[src/design/bgft_pkg.sv]
// Shared types, register indexes and curve constants for the battery gauge.
// No dependencies; every other design file imports this package.
package bgft_pkg;

  // Configuration register indexes
  typedef enum logic [1:0] {
    REG_DIVIDER_RATIO   = 2'd0,
    REG_FILTER_ALPHA    = 2'd1,
    REG_TREND_WINDOW_MS = 2'd2,
    REG_CHARGE_RISE_MV  = 2'd3
  } reg_index_t;

  localparam logic [14:0] DIVIDER_RATIO_RST   = 15'd8192;
  localparam logic [15:0] FILTER_ALPHA_RST    = 16'd6554;
  localparam logic [31:0] TREND_WINDOW_MS_RST = 32'd60000;
  localparam logic [9:0]  CHARGE_RISE_MV_RST  = 10'd20;

  typedef struct packed {
    logic [14:0] divider_ratio;
    logic [15:0] filter_alpha;
    logic [31:0] trend_window_ms;
    logic [9:0]  charge_rise_mv;
  } cfg_t;

  // One finished burst handed from the front to the back
  typedef struct packed {
    logic [11:0] avg;
    logic [31:0] now;
  } burst_t;

  localparam logic [29:0] Q30_MAX   = 30'h3FFF_FFFF;
  localparam logic [12:0] CHARGE_MV = 13'd4150;

  // LiPo open-circuit curve: millivolts and percent at each knee
  localparam int CURVE_POINTS = 6;
  localparam logic [12:0] CURVE_MV  [CURVE_POINTS] =
    '{13'd3300, 13'd3600, 13'd3700, 13'd3900, 13'd4050, 13'd4200};
  localparam logic [6:0]  CURVE_PCT [CURVE_POINTS] =
    '{7'd0, 7'd5, 7'd20, 7'd60, 7'd90, 7'd100};

  // Slope of each segment reduced to num/den; den is applied as a
  // reciprocal scaled by 2^15 (exact for the segment's quotient range).
  function automatic logic [1:0] seg_num(input logic [2:0] seg);
    logic [1:0] num;
    begin
      case (seg)
        3'd2:    num = 2'd3;  // 15 over 100 mV
        default: num = 2'd1;
      endcase
      return num;
    end
  endfunction

  function automatic logic [12:0] seg_recip(input logic [2:0] seg);
    logic [12:0] recip;
    begin
      case (seg)
        3'd1:    recip = 13'd547;   // 1/60
        3'd2:    recip = 13'd1639;  // 1/20
        3'd3:    recip = 13'd6554;  // 1/5
        3'd4:    recip = 13'd6554;  // 1/5
        3'd5:    recip = 13'd2185;  // 1/15
        default: recip = 13'd0;
      endcase
      return recip;
    end
  endfunction

endpackage

[src/design/battery_gauge_filter_trend.sv]
// Battery gauge: one ADC pin sample (mV plus ms timestamp) enters per cycle
// while full is low; every SAMPLES samples form a burst whose floor average is
// scaled by divider_ratio, smoothed by an exponential filter (Q14.16 mV), checked
// against the value at the start of the trend window and mapped to percent on a
// six-knee LiPo curve. One result per burst appears on the output queue side.
// The back-end sequencer steps each burst through scale, difference, alpha
// multiply, update, trend and segment, divide and result load, and takes no
// new burst until the last result is loaded; a two-entry queue lets the front
// keep accepting samples meanwhile. Depends on bgft_pkg and the bgft_* modules.
module battery_gauge_filter_trend import bgft_pkg::*; #(
  parameter int SAMPLES = 8
) (
  input  logic        clk,
  input  logic        rst,
  input  logic        push,
  output logic        full,
  input  logic [11:0] pin_mv,
  input  logic [31:0] now_ms,
  output logic        empty,
  input  logic        pop,
  output logic [11:0] pin_avg_mv,
  output logic [13:0] pack_mv,
  output logic [6:0]  percent,
  output logic        charging,
  input  logic        cfg_we,
  input  logic [1:0]  cfg_index,
  input  logic [31:0] cfg_data
);

  cfg_t   cfg;
  burst_t front_data;
  burst_t back_data;
  logic   front_push;
  logic   q_full;
  logic   q_empty;
  logic   q_pop;

  // Configuration registers
  always_ff @(posedge clk) begin
    if (rst) begin
      cfg.divider_ratio   <= DIVIDER_RATIO_RST;
      cfg.filter_alpha    <= FILTER_ALPHA_RST;
      cfg.trend_window_ms <= TREND_WINDOW_MS_RST;
      cfg.charge_rise_mv  <= CHARGE_RISE_MV_RST;
    end else if (cfg_we) begin
      unique case (reg_index_t'(cfg_index))
        REG_DIVIDER_RATIO:   cfg.divider_ratio   <= cfg_data[14:0];
        REG_FILTER_ALPHA:    cfg.filter_alpha    <= cfg_data[15:0];
        REG_TREND_WINDOW_MS: cfg.trend_window_ms <= cfg_data;
        REG_CHARGE_RISE_MV:  cfg.charge_rise_mv  <= cfg_data[9:0];
        default: begin
        end
      endcase
    end
  end

  bgft_front #(
    .SAMPLES (SAMPLES)
  ) u_front (
    .clk    (clk),
    .rst    (rst),
    .push   (push),
    .pin_mv (pin_mv),
    .now_ms (now_ms),
    .full   (full),
    .q_data (front_data),
    .q_push (front_push),
    .q_full (q_full)
  );

  bgft_queue u_queue (
    .clk       (clk),
    .rst       (rst),
    .push      (front_push),
    .push_data (front_data),
    .full      (q_full),
    .pop       (q_pop),
    .pop_data  (back_data),
    .empty     (q_empty)
  );

  bgft_back u_back (
    .clk        (clk),
    .rst        (rst),
    .cfg        (cfg),
    .q_data     (back_data),
    .q_empty    (q_empty),
    .q_pop      (q_pop),
    .pop        (pop),
    .empty      (empty),
    .pin_avg_mv (pin_avg_mv),
    .pack_mv    (pack_mv),
    .percent    (percent),
    .charging   (charging)
  );

endmodule

[src/design/bgft_front.sv]
// Front end: sums pin samples over a burst and forms the burst average.
// Depends on bgft_pkg; feeds bgft_queue.
module bgft_front import bgft_pkg::*; #(
  parameter int SAMPLES = 8
) (
  input  logic        clk,
  input  logic        rst,
  input  logic        push,
  input  logic [11:0] pin_mv,
  input  logic [31:0] now_ms,
  output logic        full,
  output burst_t      q_data,
  output logic        q_push,
  input  logic        q_full
);

  localparam int          SHIFT = 18;
  localparam logic [2:0]  LAST  = 3'(SAMPLES - 1);
  localparam logic [18:0] RECIP = 19'(((2 ** SHIFT) + SAMPLES - 1) / SAMPLES);

  logic [14:0] sample_sum;
  logic [14:0] sum_next;
  logic [2:0]  sample_count;
  logic [14:0] burst_sum;
  logic [31:0] burst_now;
  logic        burst_valid;
  logic        accept;
  logic [33:0] avg_prod;

  assign accept   = push && !full;
  assign full     = burst_valid && q_full;
  assign q_push   = burst_valid && !q_full;
  assign sum_next = sample_sum + {3'b000, pin_mv};

  // Burst accumulation and hand-off flag
  always_ff @(posedge clk) begin
    if (rst) begin
      sample_sum   <= '0;
      sample_count <= '0;
      burst_valid  <= 1'b0;
    end else begin
      // a new burst end takes the slot that the queue frees in the same cycle
      if (accept && sample_count == LAST) begin
        burst_valid <= 1'b1;
      end else if (q_push) begin
        burst_valid <= 1'b0;
      end
      if (accept) begin
        if (sample_count == LAST) begin
          sample_sum   <= '0;
          sample_count <= '0;
        end else begin
          sample_sum   <= sum_next;
          sample_count <= sample_count + 3'd1;
        end
      end
    end
  end

  // Hold the completed burst until the queue takes it
  always_ff @(posedge clk) begin
    if (accept && sample_count == LAST) begin
      burst_sum <= sum_next;
      burst_now <= now_ms;
    end
  end

  // Floor average by reciprocal multiply
  assign avg_prod = 34'(burst_sum) * 34'(RECIP);
  assign q_data   = {avg_prod[SHIFT+11:SHIFT], burst_now};

endmodule

[src/design/bgft_queue.sv]
// Two-entry queue between the front end and the back-end sequencer.
// Depends on bgft_pkg for the burst record.
module bgft_queue import bgft_pkg::*; (
  input  logic   clk,
  input  logic   rst,
  input  logic   push,
  input  burst_t push_data,
  output logic   full,
  input  logic   pop,
  output burst_t pop_data,
  output logic   empty
);

  burst_t     entries [2];
  logic       wr_ptr;
  logic       rd_ptr;
  logic [1:0] count;
  logic       push_ok;
  logic       pop_ok;

  assign full     = (count == 2'd2);
  assign empty    = (count == 2'd0);
  assign push_ok  = push && !full;
  assign pop_ok   = pop && !empty;
  assign pop_data = entries[rd_ptr];

  // Advance pointers and occupancy
  always_ff @(posedge clk) begin
    if (rst) begin
      wr_ptr <= 1'b0;
      rd_ptr <= 1'b0;
      count  <= '0;
    end else begin
      if (push_ok) begin
        wr_ptr <= ~wr_ptr;
      end
      if (pop_ok) begin
        rd_ptr <= ~rd_ptr;
      end
      if (push_ok && !pop_ok) begin
        count <= count + 2'd1;
      end else if (pop_ok && !push_ok) begin
        count <= count - 2'd1;
      end
    end
  end

  // Store entry
  always_ff @(posedge clk) begin
    if (push_ok) begin
      entries[wr_ptr] <= push_data;
    end
  end

endmodule

[src/design/bgft_back.sv]
// Back-end sequencer: scale, exponential filter, charge trend, state of charge
// and the result register. Depends on bgft_pkg; pulls bursts from bgft_queue.
module bgft_back import bgft_pkg::*; (
  input  logic        clk,
  input  logic        rst,
  input  cfg_t        cfg,
  input  burst_t      q_data,
  input  logic        q_empty,
  output logic        q_pop,
  input  logic        pop,
  output logic        empty,
  output logic [11:0] pin_avg_mv,
  output logic [13:0] pack_mv,
  output logic [6:0]  percent,
  output logic        charging
);

  typedef enum logic [7:0] {
    S_IDLE  = 8'b0000_0001,
    S_SCALE = 8'b0000_0010,
    S_DIFF  = 8'b0000_0100,
    S_MUL   = 8'b0000_1000,
    S_UPD   = 8'b0001_0000,
    S_TREND = 8'b0010_0000,
    S_DIV   = 8'b0100_0000,
    S_OUT   = 8'b1000_0000
  } state_t;

  state_t      state;
  state_t      state_next;

  logic [11:0] avg;
  logic [31:0] now_r;
  logic [29:0] mq;
  logic [29:0] filtered_q;
  logic        filter_seeded;
  logic        trend_started;
  logic [31:0] window_start_ms;
  logic [29:0] window_start_q;
  logic        rising_flag;
  logic        ge;
  logic [29:0] diff;
  logic [29:0] step;
  logic [8:0]  soc_y;
  logic [12:0] soc_m;
  logic [6:0]  soc_base;
  logic [6:0]  pct_r;
  logic        out_valid;
  logic        out_load;

  logic [26:0] meas;
  logic [30:0] meas_q;
  logic [29:0] mq_sat;
  logic [45:0] alpha_prod;
  logic [31:0] elapsed;
  logic [30:0] delta;
  logic [30:0] rise_q;
  logic [2:0]  seg;
  logic [24:0] soc_off;
  logic [26:0] soc_x;
  logic [21:0] div_prod;

  assign empty    = !out_valid;
  assign q_pop    = (state == S_IDLE) && !q_empty;
  assign out_load = (state == S_OUT) && (!out_valid || pop);

  // Scale the average to Q16 pack millivolts and saturate
  assign meas   = 27'(avg) * 27'(cfg.divider_ratio);
  assign meas_q = {meas, 4'b0000};
  assign mq_sat = meas_q[30] ? Q30_MAX : meas_q[29:0];

  assign alpha_prod = 46'(cfg.filter_alpha) * 46'(diff);

  // Trend window comparison, signed over 31 bits
  assign elapsed = now_r - window_start_ms;
  assign delta   = {1'b0, filtered_q} - {1'b0, window_start_q};
  assign rise_q  = {5'b00000, cfg.charge_rise_mv, 16'h0000};

  // Pick the curve segment closed by the first knee at or above the voltage
  always_comb begin
    seg = 3'd5;
    for (int i = CURVE_POINTS - 2; i >= 1; i--) begin
      if (filtered_q <= {CURVE_MV[i], 16'h0000}) begin
        seg = 3'(i);
      end
    end
  end

  assign soc_off  = 25'(filtered_q - {CURVE_MV[seg - 3'd1], 16'h0000});
  assign soc_x    = 27'(soc_off) * 27'(seg_num(seg));
  assign div_prod = 22'(soc_y) * 22'(soc_m);

  // Sequencer
  always_comb begin
    state_next = state;
    unique case (state)
      S_IDLE:  if (!q_empty) state_next = S_SCALE;
      S_SCALE: state_next = S_DIFF;
      S_DIFF:  state_next = S_MUL;
      S_MUL:   state_next = S_UPD;
      S_UPD:   state_next = S_TREND;
      S_TREND: state_next = S_DIV;
      S_DIV:   state_next = S_OUT;
      S_OUT:   if (out_load) state_next = S_IDLE;
      default: state_next = S_IDLE;
    endcase
  end

  // Control state
  always_ff @(posedge clk) begin
    if (rst) begin
      state         <= S_IDLE;
      filter_seeded <= 1'b0;
      trend_started <= 1'b0;
      rising_flag   <= 1'b0;
      out_valid     <= 1'b0;
    end else begin
      state <= state_next;
      if (state == S_SCALE) begin
        filter_seeded <= 1'b1;
      end
      if (state == S_TREND) begin
        trend_started <= 1'b1;
        if (trend_started && elapsed >= cfg.trend_window_ms) begin
          rising_flag <= ($signed(delta) >= $signed(rise_q));
        end
      end
      if (out_load) begin
        out_valid <= 1'b1;
      end else if (pop) begin
        out_valid <= 1'b0;
      end
    end
  end

  // Datapath registers
  always_ff @(posedge clk) begin
    unique case (state)
      S_IDLE: begin
        avg   <= q_data.avg;
        now_r <= q_data.now;
      end
      S_SCALE: begin
        mq <= mq_sat;
        if (!filter_seeded) begin
          filtered_q <= mq_sat;
        end
      end
      S_DIFF: begin
        ge   <= (mq >= filtered_q);
        diff <= (mq >= filtered_q) ? (mq - filtered_q) : (filtered_q - mq);
      end
      S_MUL: begin
        step <= alpha_prod[45:16];
      end
      S_UPD: begin
        filtered_q <= ge ? (filtered_q + step) : (filtered_q - step);
      end
      S_TREND: begin
        if (!trend_started || elapsed >= cfg.trend_window_ms) begin
          window_start_ms <= now_r;
          window_start_q  <= filtered_q;
        end
        soc_m <= seg_recip(seg);
        if (filtered_q <= {CURVE_MV[0], 16'h0000}) begin
          soc_base <= CURVE_PCT[0];
          soc_y    <= '0;
        end else if (filtered_q >= {CURVE_MV[CURVE_POINTS-1], 16'h0000}) begin
          soc_base <= CURVE_PCT[CURVE_POINTS-1];
          soc_y    <= '0;
        end else begin
          soc_base <= CURVE_PCT[seg - 3'd1];
          soc_y    <= soc_x[24:16];
        end
      end
      S_DIV: begin
        pct_r <= soc_base + div_prod[21:15];
      end
      S_OUT: begin
      end
      default: begin
      end
    endcase
  end

  // Result register
  always_ff @(posedge clk) begin
    if (out_load) begin
      pin_avg_mv <= avg;
      pack_mv    <= filtered_q[29:16];
      percent    <= pct_r;
      charging   <= rising_flag && (filtered_q >= {CHARGE_MV, 16'h0000});
    end
  end

endmodule
[config.mk]
export PLATFORM = sky130hd
export DESIGN_NAME = battery_gauge_filter_trend
export DESIGN_NICKNAME = d
export VERILOG_FILES = /design/src/design/bgft_pkg.sv /design/src/design/battery_gauge_filter_trend.sv /design/src/design/bgft_front.sv /design/src/design/bgft_queue.sv /design/src/design/bgft_back.sv
export SDC_FILE = /design/constraint.sdc
export NUM_CORES = 2
export LEC_CHECK = 0
export BUFFER_PORTS_ARGS = -buffer_cell sky130_fd_sc_hd__buf_4
export CORE_UTILIZATION = 65
export CTS_CLUSTER_SIZE = 10
export DETAILED_ROUTE_END_ITERATION = 10
export GPL_TIMING_DRIVEN = 0
export PLACE_DENSITY_LB_ADDON = 0.25
export SLEW_MARGIN = 40
export SYNTH_ARGS = -nofsm -noshare
export SYNTH_HDL_FRONTEND = slang
export SYNTH_HIERARCHICAL = 1
export SYNTH_SLANG_ARGS = --single-unit
export TNS_END_PERCENT = 100
[constraint.sdc]
create_clock -name clk -period 8.26 [get_ports clk]
set_input_delay 1.239 -clock clk [delete_from_list [all_inputs] [get_ports clk]]
set_output_delay 1.239 -clock clk [all_outputs]
set_load 0.005 [all_outputs]
==> results.md <==
- Leaving out fill and tap cells, the most frequent cell in the layout is sky130_fd_sc_hd__inv_1.
- Summed over all cells, the static leakage comes to 25.97 nW.
- From left edge to right edge, the die measures 285.3 um.
- The met1 usage is 0.4592.
- Between clock sinks in the finished design, the worst skew comes to 0.08761 ns.
- The growth of design area from synthesis to finish is 8.532%.
- The worst-case clock buffer depth is 3.
- The netlist area before placement is 52170 um^2.
- The register clock-pin slew on the reported worst setup and hold paths is 0.05 ns.
- The final layout contains routed wiring with a total length of 141.6 mm.
- The worst hold path belongs to the class reg -> reg.
- The remaining routing DRC violations is 0.
- The type of the setup path with the least slack is reg -> reg.
- The clock latency at the later pin of the worst-skew pair is 0.68 ns.
- The highest ir drop seen on vdd is 0.2146 mV.
- The sequential element share of the synthesized area is 0.2830.
- The distinct cell type count after synthesis is 89.
- The critical path data required time is 8.59 ns.
- The largest individual stage delay along the critical path comes from the cell sky130_fd_sc_hd__edfxtp_1.
- In this design, the critical path's most frequently occurring cell is sky130_fd_sc_hd__fa_1.
- Summed over all nets, the switching power comes to 0.002998 W.
- Of the cells placed in the final design, the portion with a size suffix greater than 1 is 0.06588.
- The initial antenna violation count came to 2.
- The routed layout has 38885 vias.
- The arrival time at the worst endpoint is 8.28 ns.
- The number of placement rows is 103.
- The total design power is 0.008743 W.
- The tool flagged a number of max-cap violations equal to 0.
- Hold timing on the final database bottoms out at a slack of 0.4215 ns.
- The TritonCTS buffer count is 61.
- The time the final worst path needs with I/O delays and setup is 7.955 ns.
- The total half-perimeter wirelength after legalization and detailed placement is 113.2 mm.
- The endpoint identified for the worst register-to-register timing path is u_back/step[27]$_DFFE_PP_.
- CTS saw 528 sinks.
- For this run, global-route usage on met2 was measured as 0.5859.
- In the finished design, the share of the clock period the worst path needs comes to 0.9631.
- The met3 capacity usage during global routing is 0.06296.
- The net count reported at finish is 6617.
- TritonCTS built the clock tree.
- The remaining antenna violation count is 0.
- The pre-CTS worst setup slack is -0.5343 ns.
- The routed via count divided by cell count is 5.899.
- The final-report max-slew violation count came to 0.
- The worst setup path endpoint is u_back/step[27]$_DFFE_PP_.
- The port buffer count is 118.
- The family with the most delay on the worst path is adder cells.
- The kind of start point of the critical path is a flop.
- The portion of total power attributed to sequential cells is 0.348.
- The routability congestion estimate from global placement is 1.037.
- The startpoint identified for the worst register-to-register timing path is u_back/diff[14]$_DFFE_PP_.
- The number of instances in the synthesized netlist is 5288.
- For this configuration, the core starts out at a cell density of 0.6582.
- The first-pass GRT wire length is 222.6 mm.
- Setup violations remaining at the end of the flow were counted as 0.
- The share of total power dissipated in combinational logic is 0.357.
- After the first detailed-routing iteration, the DRC count stood at 3103.
- The number of cells on the worst reg-to-reg path is 23.
- The library cell used as clock root buffer is sky130_fd_sc_hd__clkbuf_16.
- The residual overflow from global routing is 0.
- During synthesis, Yosys emitted a total of 6 warnings.
- The via count of the first global-routing pass was 40347.
- The slew at the pin with the worst max-slew slack is 0.9371 ns.
- The net switching share of the total power is 0.3429.
- The H-tree generated during clock tree synthesis spans 2 levels.
- The beginning of the critical path is u_back/diff[14]$_DFFE_PP_.
- The relative slew slack is 0.3752.
- For this design the top-level I/O count stands at 119.
- The launch point of the worst hold path is u_back/pct_r[4]$_DFFE_PP_.
- The top cell types in the final layout, fill and taps aside, are sky130_fd_sc_hd__inv_1 (890), sky130_fd_sc_hd__fa_1 (586), sky130_fd_sc_hd__nand2_1 (539).
- The number of failing hold endpoints at the final stage came to 0.
- In this run the number of cells on the critical path is 23.
- Setup slack on the worst reg-to-reg path comes out at 0.30 ns.
- Traced cell by cell, the critical path runs through clkbuf_2 -> nand2_1 -> fa_1 -> fa_1 -> fa_1 -> inv_1 -> fa_1 -> fa_1 -> inv_1 -> fa_1 -> inv_1 -> ha_1 -> and4_1 -> a21oi_1 -> a21boi_0 -> a211oi_2 -> a21oi_1 -> o221ai_2 -> o21ai_1 -> or4_1 -> o21ai_2 -> o41ai_1 -> xor2_1.
- In the post-route analysis, the smallest setup slack over all paths is 0.3050 ns.
- When the netlist entered floorplanning its net count stood at 6418.
- The maximum cell stage delay along the critical path is 0.71 ns.
- The post-synthesis register bit count is 528.
- The power share of the clock group is 0.295.
- The number of instances in the placed design is 6473.
- The first-pass iteration count of the detailed router is 6.
- The largest fanout on the critical path is 10.
- In the global route stage, overall resource usage came out at 0.3546.
- The average footprint of a synthesized cell is 9.865 um^2.
- The maximum frequency from static timing analysis is 125.7 MHz.
- The die outline height is 285.3 um.
- Setup repair after global routing left no endpoint under its margin.
- The internal power of the cells totals 0.005745 W.
- The pin count of the biggest net entering global routing is 35.
- The floorplan step defined a die boundary enclosing 81390 um^2.
- Together, buffers and inverters on the worst path number 4.
- In this run the power density over the cells is 154.4 nW/um^2.
- In the final routed layout, each cell accounts on average for 21.47 um.
- The busiest layer in global routing is met2.
- STA classifies the critical path endpoint as a flop.
- The floorplan step defined a core boundary enclosing 79260 um^2.
- The proportion of register bits with asynchronous set or reset after synthesis is 0.
- Among all flip-flop cells after synthesis, the most frequent one is sky130_fd_sc_hd__edfxtp_1.
- The flow ran to the end, and the final reports show no timing, DRC or antenna violations.
- The filler-free cell count of the finished design is 6592.
- The number of enable flip-flop cells after synthesis is 419.
- The cts-stage hold buffer count is 0.
stage by stage:
step	area [um^2]	setup TNS [ns]	utilization
after global routing	56610	0	0.7143
after CTS	56580	0	0.7138
after global placement	54360	-2.026	0.6859
after detailed placement	54670	-3.472	0.6897
after floorplan	52170	0	-
final	56620	0	0.7143
how the worst min path moves through the flow:
stage | to | slack [ns] | cells past startpoint
detailed placement | u_back/percent[5]$_DFFE_PP_ | 0.41 | 0
floorplan | u_back/percent[0]$_DFFE_PP_ | 0.40 | 0
global route | u_back/percent[5]$_DFFE_PP_ | 0.43 | 0
finish | u_back/percent[4]$_DFFE_PP_ | 0.42 | 0
CTS | u_back/percent[5]$_DFFE_PP_ | 0.42 | 0
global placement | u_back/percent[5]$_DFFE_PP_ | 0.41 | 0
state kept, by name, summed over array words and instances (netlist names), 9 cells and up, named ones only:
| name | count |
|---|---|
| u_back/filtered_q | 30 |
| u_back/window_start_q | 30 |
| u_back/pack_mv | 14 |
| u_queue/entries | 88 |
| u_back/mq | 27 |
| u_back/avg | 12 |
| cfg | 73 |
| u_back/pin_avg_mv | 12 |
| u_back/window_start_ms | 32 |
| u_back/now_r | 32 |
| u_front/sample_sum | 15 |
| u_back/soc_y | 9 |
| u_front/burst_now | 32 |
| u_front/burst_sum | 12 |
| u_back/step | 30 |
| u_back/diff | 30 |
cells in the mapped netlist, drive strengths merged, types with 44 or more instances:
| library cell | n | area share |
|---|---|---|
| edfxtp | 419 | 0.24 |
| a31oi | 44 | 0.0054 |
| fa | 586 | 0.22 |
| ha | 461 | 0.11 |
| nor2 | 252 | 0.018 |
| nand2b | 127 | 0.015 |
| inv | 896 | 0.064 |
| a21oi | 241 | 0.023 |
| a21o | 113 | 0.016 |
| dfxtp | 109 | 0.042 |
| nor3 | 57 | 0.0055 |
| mux2 | 52 | 0.011 |
| and2 | 322 | 0.039 |
| o21bai | 44 | 0.0063 |
| xor2 | 81 | 0.014 |
| xnor2 | 122 | 0.020 |
| clkbuf | 153 | 0.011 |
| o21ai | 139 | 0.013 |
| mux2i | 95 | 0.018 |
| nand2 | 539 | 0.039 |
area by class of cell:
class,count,area (um^2)
inverters,896,3371
fillers,5942,22640
diodes,2,5.005
flip-flops and latches,528,14760
repair buffers,136,1126
multi-input cells,3687,33370
plain buffers,177,768.2
well taps,1050,1314
clock inverters,8,140.1
clock buffers,108,1753
metal layers:
| layer | wire (um) | up-vias | part of all wire |
|---|---|---|---|
| met3 | 11700 | 399 | 0.083 |
| met2 | 66610 | 1672 | 0.47 |
| met1 | 56000 | 19135 | 0.40 |
| met5 | 13 | - | 0.000092 |
| met4 | 7225 | 2 | 0.051 |
| li1 | - | 17677 | - |
logic make-up after synthesis:
logic type,after synthesis,synth area share
XOR/XNOR,203,0.03423
multiplexers,147,0.02945
buffers and inverters,1073,0.07858
AO/OA/AOI/OAI,757,0.09256
adder cells (fa/ha/maj),1047,0.3355
AND/OR/NAND/NOR,1533,0.1467
flip-flops,528,0.2830
power by group through the flow:
stage               logic (W)  clock network (W)  registers (W)
finish                0.00312            0.00258        0.00304
CTS                   0.00308            0.00261        0.00304
floorplan             0.00216                  0        0.00309
global placement      0.00298                  0        0.00310
global route          0.00349            0.00272        0.00304
detailed placement    0.00304                  0        0.00310
what timing repair did:
item                                    CTS  global route
pin swaps                                 0             0
gates cloned                              0             0
buffers inserted                          0             0
endpoints found under the setup margin   12            29
gates resized for setup                  11            30
Note: power is estimated with default switching activity, not from simulation.
